File: src/design/i2crts_pkg.sv
// Package for the I2C register transfer sequencer: codes, state and result types.
// No dependencies; used by i2crts_step and i2c_register_transfer_sequencer_core.
package i2crts_pkg;

  // Command codes on the func field
  typedef enum logic [1:0] {
    FUNC_WRITE = 2'd0,
    FUNC_READ  = 2'd1,
    FUNC_EVENT = 2'd2,
    FUNC_NONE  = 2'd3
  } func_t;

  // Status reported with every result
  typedef enum logic [2:0] {
    STS_NONE     = 3'd0,
    STS_STARTED  = 3'd1,
    STS_BUSY     = 3'd2,
    STS_ZERO_LEN = 3'd3,
    STS_SUCCESS  = 3'd4,
    STS_NACK     = 3'd5,
    STS_BUS_ERR  = 3'd6,
    STS_RSVD     = 3'd7
  } status_t;

  // Transfer state
  typedef enum logic [2:0] {
    XS_IDLE    = 3'd0,
    XS_BUSY    = 3'd1,
    XS_SUCCESS = 3'd2,
    XS_NACK    = 3'd3,
    XS_BUS_ERR = 3'd4
  } xfer_state_t;

  // Phase within a transfer
  typedef enum logic [1:0] {
    PH_WRITE_REG  = 2'd0,
    PH_WRITE_DATA = 2'd1,
    PH_READ_REG   = 2'd2,
    PH_READ_DATA  = 2'd3
  } phase_t;

  // Byte counts programmed with a start
  localparam logic [7:0] WRITE_XFER_LEN   = 8'd2;
  localparam logic [7:0] REG_PTR_XFER_LEN = 8'd1;

  // Sequencer state held between items
  typedef struct packed {
    xfer_state_t xstate;
    phase_t      phase;
    logic [6:0]  held_device;
    logic [7:0]  held_register;
    logic [7:0]  held_data;
    logic [7:0]  held_length;
    logic [7:0]  rx_count;
  } seq_regs_t;

  // One result item
  typedef struct packed {
    status_t     status;
    logic        issue_start;
    logic [6:0]  target_address;
    logic        read_direction;
    logic [7:0]  byte_count;
    logic        auto_end;
    logic        tx_valid;
    logic [7:0]  tx_byte;
    logic        rx_valid;
    logic [7:0]  rx_position;
    logic [7:0]  rx_value;
    xfer_state_t transfer_state;
  } result_t;

  // Bus event flags of one event item
  typedef struct packed {
    logic tx_ready;
    logic transfer_done;
    logic rx_ready;
    logic stop;
    logic nack;
    logic bus_error;
  } bus_flags_t;

endpackage

File: src/design/i2crts_step.sv
// Per-item update of the sequencer: next state and result for one command or bus event.
// Depends on i2crts_pkg.
module i2crts_step (
  input  logic [1:0]             func,
  input  logic [6:0]             dev_address,
  input  logic [7:0]             reg_address,
  input  logic [7:0]             data_byte,
  input  logic [7:0]             read_length,
  input  i2crts_pkg::bus_flags_t flags,
  input  logic [7:0]             rx_byte,
  input  i2crts_pkg::seq_regs_t  regs,
  output i2crts_pkg::seq_regs_t  regs_next,
  output i2crts_pkg::result_t    res
);
  import i2crts_pkg::*;

  logic   busy;
  phase_t ph;

  assign busy = (regs.xstate == XS_BUSY);

  always_comb begin
    regs_next = regs;
    res       = '0;
    ph        = regs.phase;
    unique case (func_t'(func))
      // Register write: one two-byte transfer with stop
      FUNC_WRITE: begin
        if (busy) begin
          res.status = STS_BUSY;
        end else begin
          regs_next.xstate        = XS_BUSY;
          regs_next.held_device   = dev_address;
          regs_next.held_register = reg_address;
          regs_next.held_data     = data_byte;
          regs_next.phase         = PH_WRITE_REG;
          res.status              = STS_STARTED;
          res.issue_start         = 1'b1;
          res.target_address      = dev_address;
          res.byte_count          = WRITE_XFER_LEN;
          res.auto_end            = 1'b1;
        end
      end
      // Register read: pointer write first, no stop
      FUNC_READ: begin
        if (read_length == '0) begin
          res.status = STS_ZERO_LEN;
        end else if (busy) begin
          res.status = STS_BUSY;
        end else begin
          regs_next.xstate        = XS_BUSY;
          regs_next.held_device   = dev_address;
          regs_next.held_register = reg_address;
          regs_next.held_length   = read_length;
          regs_next.rx_count      = '0;
          regs_next.phase         = PH_READ_REG;
          res.status              = STS_STARTED;
          res.issue_start         = 1'b1;
          res.target_address      = dev_address;
          res.byte_count          = REG_PTR_XFER_LEN;
        end
      end
      // Bus event, ignored when not busy
      FUNC_EVENT: begin
        if (busy) begin
          // TX ready: feed register or data byte
          if (flags.tx_ready) begin
            case (ph)
              PH_WRITE_REG: begin
                res.tx_valid = 1'b1;
                res.tx_byte  = regs.held_register;
                ph           = PH_WRITE_DATA;
              end
              PH_WRITE_DATA: begin
                res.tx_valid = 1'b1;
                res.tx_byte  = regs.held_data;
              end
              PH_READ_REG: begin
                res.tx_valid = 1'b1;
                res.tx_byte  = regs.held_register;
              end
              default: ;
            endcase
          end
          // Pointer write done: repeated start for the read
          if (flags.transfer_done && ph == PH_READ_REG) begin
            ph                 = PH_READ_DATA;
            res.issue_start    = 1'b1;
            res.target_address = regs.held_device;
            res.read_direction = 1'b1;
            res.byte_count     = regs.held_length;
            res.auto_end       = 1'b1;
          end
          // Received byte, dropped past the requested length
          if (flags.rx_ready && ph == PH_READ_DATA && regs.rx_count < regs.held_length) begin
            res.rx_valid       = 1'b1;
            res.rx_position    = regs.rx_count;
            res.rx_value       = rx_byte;
            regs_next.rx_count = regs.rx_count + 8'd1;
          end
          regs_next.phase = ph;
          // Ending conditions: stop over nack over bus error
          if (flags.stop || flags.nack || flags.bus_error) begin
            regs_next.rx_count    = '0;
            regs_next.held_length = '0;
            if (flags.stop) begin
              regs_next.xstate = XS_SUCCESS;
              res.status       = STS_SUCCESS;
            end else if (flags.nack) begin
              regs_next.xstate = XS_NACK;
              res.status       = STS_NACK;
            end else begin
              regs_next.xstate = XS_BUS_ERR;
              res.status       = STS_BUS_ERR;
            end
          end
        end
      end
      FUNC_NONE: ;
      default: ;
    endcase
    res.transfer_state = regs_next.xstate;
  end

endmodule

File: src/design/i2c_register_transfer_sequencer_core.sv
// I2C register transfer sequencer, top level. Depends on i2crts_pkg and i2crts_step.
// The result of an accepted input transfer is registered in the output register.
// Throughput: one item per cycle while out_ready is high; the output register is the only
// stage and takes a new item in the same cycle its result is taken.
// Reset (rst, synchronous): idle state, write-register phase, held fields and
// receive count cleared, output register empty.
module i2c_register_transfer_sequencer_core (
  input  logic       clk,
  input  logic       rst,
  input  logic       in_valid,
  output logic       in_ready,
  input  logic [1:0] func,
  input  logic [6:0] dev_address,
  input  logic [7:0] reg_address,
  input  logic [7:0] data_byte,
  input  logic [7:0] read_length,
  input  logic       flag_tx_ready,
  input  logic       flag_transfer_done,
  input  logic       flag_rx_ready,
  input  logic       flag_stop,
  input  logic       flag_nack,
  input  logic       flag_bus_error,
  input  logic [7:0] rx_byte,
  output logic       out_valid,
  input  logic       out_ready,
  output logic [2:0] status,
  output logic       issue_start,
  output logic [6:0] target_address,
  output logic       read_direction,
  output logic [7:0] byte_count,
  output logic       auto_end,
  output logic       tx_valid,
  output logic [7:0] tx_byte,
  output logic       rx_valid,
  output logic [7:0] rx_position,
  output logic [7:0] rx_value,
  output logic [2:0] transfer_state
);
  import i2crts_pkg::*;

  seq_regs_t  regs;
  seq_regs_t  regs_next;
  result_t    res;
  result_t    res_next;
  bus_flags_t flags;
  logic       accept;

  assign flags = '{tx_ready:      flag_tx_ready,
                   transfer_done: flag_transfer_done,
                   rx_ready:      flag_rx_ready,
                   stop:          flag_stop,
                   nack:          flag_nack,
                   bus_error:     flag_bus_error};

  // Take a new item whenever the output register is empty or being drained
  assign in_ready = !out_valid || out_ready;
  assign accept   = in_valid && in_ready;

  i2crts_step u_step (
    .func        (func),
    .dev_address (dev_address),
    .reg_address (reg_address),
    .data_byte   (data_byte),
    .read_length (read_length),
    .flags       (flags),
    .rx_byte     (rx_byte),
    .regs        (regs),
    .regs_next   (regs_next),
    .res         (res_next)
  );

  // Sequencer state
  always_ff @(posedge clk) begin
    if (rst) begin
      regs.xstate        <= XS_IDLE;
      regs.phase         <= PH_WRITE_REG;
      regs.held_device   <= '0;
      regs.held_register <= '0;
      regs.held_data     <= '0;
      regs.held_length   <= '0;
      regs.rx_count      <= '0;
    end else if (accept) begin
      regs <= regs_next;
    end
  end

  // Output register
  always_ff @(posedge clk) begin
    if (rst) begin
      out_valid <= 1'b0;
    end else if (accept) begin
      out_valid <= 1'b1;
    end else if (out_ready) begin
      out_valid <= 1'b0;
    end
  end

  always_ff @(posedge clk) begin
    if (accept) begin
      res <= res_next;
    end
  end

  assign status         = res.status;
  assign issue_start    = res.issue_start;
  assign target_address = res.target_address;
  assign read_direction = res.read_direction;
  assign byte_count     = res.byte_count;
  assign auto_end       = res.auto_end;
  assign tx_valid       = res.tx_valid;
  assign tx_byte        = res.tx_byte;
  assign rx_valid       = res.rx_valid;
  assign rx_position    = res.rx_position;
  assign rx_value       = res.rx_value;
  assign transfer_state = res.transfer_state;

  // A write start taken while not busy leaves the block busy and reports started
  a_write_start: assert property (@(posedge clk) disable iff (rst)
    (accept && func == FUNC_WRITE && regs.xstate != XS_BUSY)
      |=> (regs.xstate == XS_BUSY && out_valid && res.status == STS_STARTED))
    else $error("write start did not enter busy");

  // Receive count never passes the requested length
  a_rx_bound: assert property (@(posedge clk) disable iff (rst)
    regs.rx_count <= regs.held_length)
    else $error("rx_count beyond held_length");

  // A pending result reports the state the block is in
  a_state_mirror: assert property (@(posedge clk) disable iff (rst)
    out_valid |-> (res.transfer_state == regs.xstate))
    else $error("transfer_state out of step with sequencer state");

  // A stored byte advances the receive count by one unless the transfer ends with it
  a_rx_advance: assert property (@(posedge clk) disable iff (rst)
    (accept && res_next.rx_valid && !(flag_stop || flag_nack || flag_bus_error))
      |=> (regs.rx_count == $past(regs.rx_count) + 8'd1))
    else $error("rx_count did not advance with stored byte");

endmodule
File: config.mk
export PLATFORM = sky130hd
export DESIGN_NAME = i2c_register_transfer_sequencer_core
export DESIGN_NICKNAME = d
export VERILOG_FILES = /design/src/design/i2crts_pkg.sv /design/src/design/i2crts_step.sv /design/src/design/i2c_register_transfer_sequencer_core.sv
export SDC_FILE = /design/constraint.sdc
export NUM_CORES = 1
export LEC_CHECK = 0
export ABC_AREA = 1
export BUFFER_PORTS_ARGS = -buffer_cell sky130_fd_sc_hd__buf_2
export CORE_ASPECT_RATIO = 1.25
export CORE_UTILIZATION = 45
export CTS_CLUSTER_DIAMETER = 200
export CTS_CLUSTER_SIZE = 28
export DETAILED_ROUTE_END_ITERATION = 10
export MAX_ROUTING_LAYER = met4
export PLACE_DENSITY = 0.74
export SLEW_MARGIN = 30
export SYNTH_ARGS = -nofsm -noshare
export SYNTH_HDL_FRONTEND = slang
export SYNTH_SLANG_ARGS = --single-unit
File: constraint.sdc
create_clock -name clk -period 5.87 [get_ports clk]
set_clock_uncertainty 0.1 [all_clocks]
set_input_delay 0.587 -clock clk [delete_from_list [all_inputs] [get_ports clk]]
set_output_delay 0.587 -clock clk [all_outputs]
set_load 0.1 [all_outputs]
==> impl_metrics.toml <==
[run_status]
status = "complete, no violations"

[timing]
finalSetupViolations = 0
rsz0062_at_grt = "false"
slew_headroom = 0.4726
hold_violations = 0
min_period_ns = 2.801
drv_slew = 0
worstMarginPinSlew_ns = 0.7910
timing.hold.ws_ns = 0.3590
min_period_over_period = 0.4772
fin_ws_ns = 3.069
max_freq_mhz = 357.0
tns_ns = 0

[yosys]
synth_area_leader_cell = "edfxtp_1"
yosys_warnings = 0
syn_avg_cell_area_um2 = 8.574
synth_cell_types = 32
synth_top_cells_by_count = "nand2_1 (89), nor2_1 (83), inv_1 (55), edfxtp_1 (50), dfxtp_1 (45)"
ys_seq_area_frac = 0.5430
synth_edf_count = 50
synthCells = 516
ys_dominant_reg_cell = "edfxtp_1"
netlist_area_um2 = 4424
synthArstFlopShare = 0
synth_nets = 579
synth-seq-cells = 95
yosysTopAreaCellShare = 0.3394
netlist_top_cells_area = "edfxtp_1 (34%), dfxtp_1 (20%), nand2_1 (7.6%)"
yosys.cell_count.top_type = "nand2_1"

[critical_path]
rrSetupSlack_ns = 3.10
criticalPathCategory = "input pin to flop"
cp.required_ns = 6.04
cp_data_arrival_time_ns = 2.97
worstPathMaxFanout = 56
ff2ff_path_depth = 8
r2r-end = "regs[27]"
critical_path.endpoint_type = "flop"
start_kind = "input pin"
r2r-start = "out_valid"

[die]
die_area_um2 = 10230
rows = 40
die_y_um = 112.9
core_area_um2 = 9559
start_util = 0.4628
die_x_um = 90.69
num_io_pins = 103

[global_route]
track_usage = 0.2094
overflow = 0
grt_max_degree = 57
antenna_found_initial = 0
grt_pass1_vias = 3495
grt_pass1_wl_mm = 16.23

[hold_path]
holdPathStages = 3
hp-class = "input pin to flop"
hold_path_end = "regs[20]"
worstHoldStart = "data_byte[4]"

[clock_network]
clk_latency_ns = 0.35
ctsRootBufferMaster = "clkbuf_16"
cts_resized = 0
clock_sinks = 95
cts_made_buffers = 9
cts_tree = "done"
clk_pin_slew_ns = 0.07
ctsLongestPathBuffers = 2
cts_setup_buffers = 0
htree_levels = 3
ctsHoldBuffers = 0

[finish]
final.fill_count = 884
stdcell_count = 743
finish.net_count = 675
diodes = 0
final_area_um2 = 5273
drive_gt1_frac = 0.2269
final_core_util = 0.5516
synthToLayoutAreaGrowth_pct = 19.17

[routing]
ant_nets = 0
via_per_inst = 5.157
drc_errors = 0
dr.pass1.iters = 5
num_vias = 3832
wl_per_cell_um = 13.72
drt_iter0_drc = 206
routed_wl_mm = 10.20

[place]
gp_congestion = 0.8526
pre_cts_slack_ns = 2.695
post-place-cells = 727
port_buffers = 102
place_area_um2 = 4999
dp_hpwl_mm = 7.448

[job]
maxCapViolCount = 0

[power_and_ir_drop]
powerDensity_nw_per_um2 = 306.6
power_mw = 1.617
p_leak_nw = 2.324
max-vdd-ir-drop_mv = 0.1567
kinds of logic after synthesis:
kind of cell / Yosys count / synth area share
adders and majority gates: 12 / 0.03394
buffers and inverters: 81 / 0.07692
AOI/OAI and AO/OA: 92 / 0.1145
DFF: 95 / 0.5430
and+or+nand+nor: 236 / 0.2316
cells in the final DEF, fill, tap and decap left out, types with 2 or more instances in the layout:
| master | n |
|---|---|
| nor3_1 | 7 |
| nor2_4 | 3 |
| nor2_2 | 2 |
| nand4_1 | 5 |
| o21ai_1 | 6 |
| dfxtp_1 | 45 |
| nand2_1 | 89 |
| inv_2 | 8 |
| a21oi_1 | 39 |
| edfxtp_1 | 50 |
| nand2_2 | 5 |
| a211oi_1 | 4 |
| o21ai_0 | 32 |
| inv_4 | 2 |
| inv_1 | 54 |
| buf_2 | 102 |
| nand3_1 | 40 |
| nor2_1 | 82 |
| clkinv_2 | 2 |
| a22oi_1 | 5 |
| clkbuf_16 | 9 |
| ha_1 | 12 |
critical path, stage by stage:
cell and delay (ns):
buf_2 0.08, inv_1 0.03, nand2_1 0.07, nand2_1 0.14
inv_2 0.07, buf_4 0.53, nand3b_1 0.41, nor2_2 0.71
nand3_1 0.14, a21oi_1 0.18
power by group:
group | switching [mW] | internal, mW
registers | 0.0198 | 0.739
clock network | 0.239 | 0.298
logic | 0.254 | 0.0664
total | 0.513 | 1.10
worst max-delay path by stage:
stage,startpoint,slack (ns),endpoint
finish,out_ready,3.07,regs[27]
global route,out_ready,2.69,regs[30]
CTS,out_ready,3.04,regs[31]
detailed placement,out_ready,2.70,regs[27]
global placement,out_ready,2.54,regs[38]
floorplan,out_valid,1.94,regs[8]
flip-flops by register name, summed over array words and instances (netlist names), 3 cells and up:
| signal | count |
|---|---|
| rx_value | 8 |
| status | 3 |
| byte_count | 8 |
| transfer_state | 3 |
| regs | 44 |
| rx_position | 8 |
| tx_byte | 8 |
| target_address | 7 |
cell type report:
cell class	instances	area [µm²]	area share
clock buffers	11	242.7	0.04604
well taps	126	157.7	0.02990
repair buffers	103	518.0	0.09824
clock inverters	5	31.28	0.005933
flip-flops and latches	95	2402	0.4556
inverters	63	236.5	0.04485
multi-input cells	340	1684	0.3194
layer usage:
layer,share of wire,up-vias,global-route usage,wire (µm)
li1,-,1913,-,-
met1,0.40,1751,0.2327,4117
met2,0.51,141,0.3540,5195
met3,0.057,27,0.04637,577
met5,0,-,-,0
met4,0.030,0,0.1043,307
Note: power is estimated with default switching activity, not from simulation.
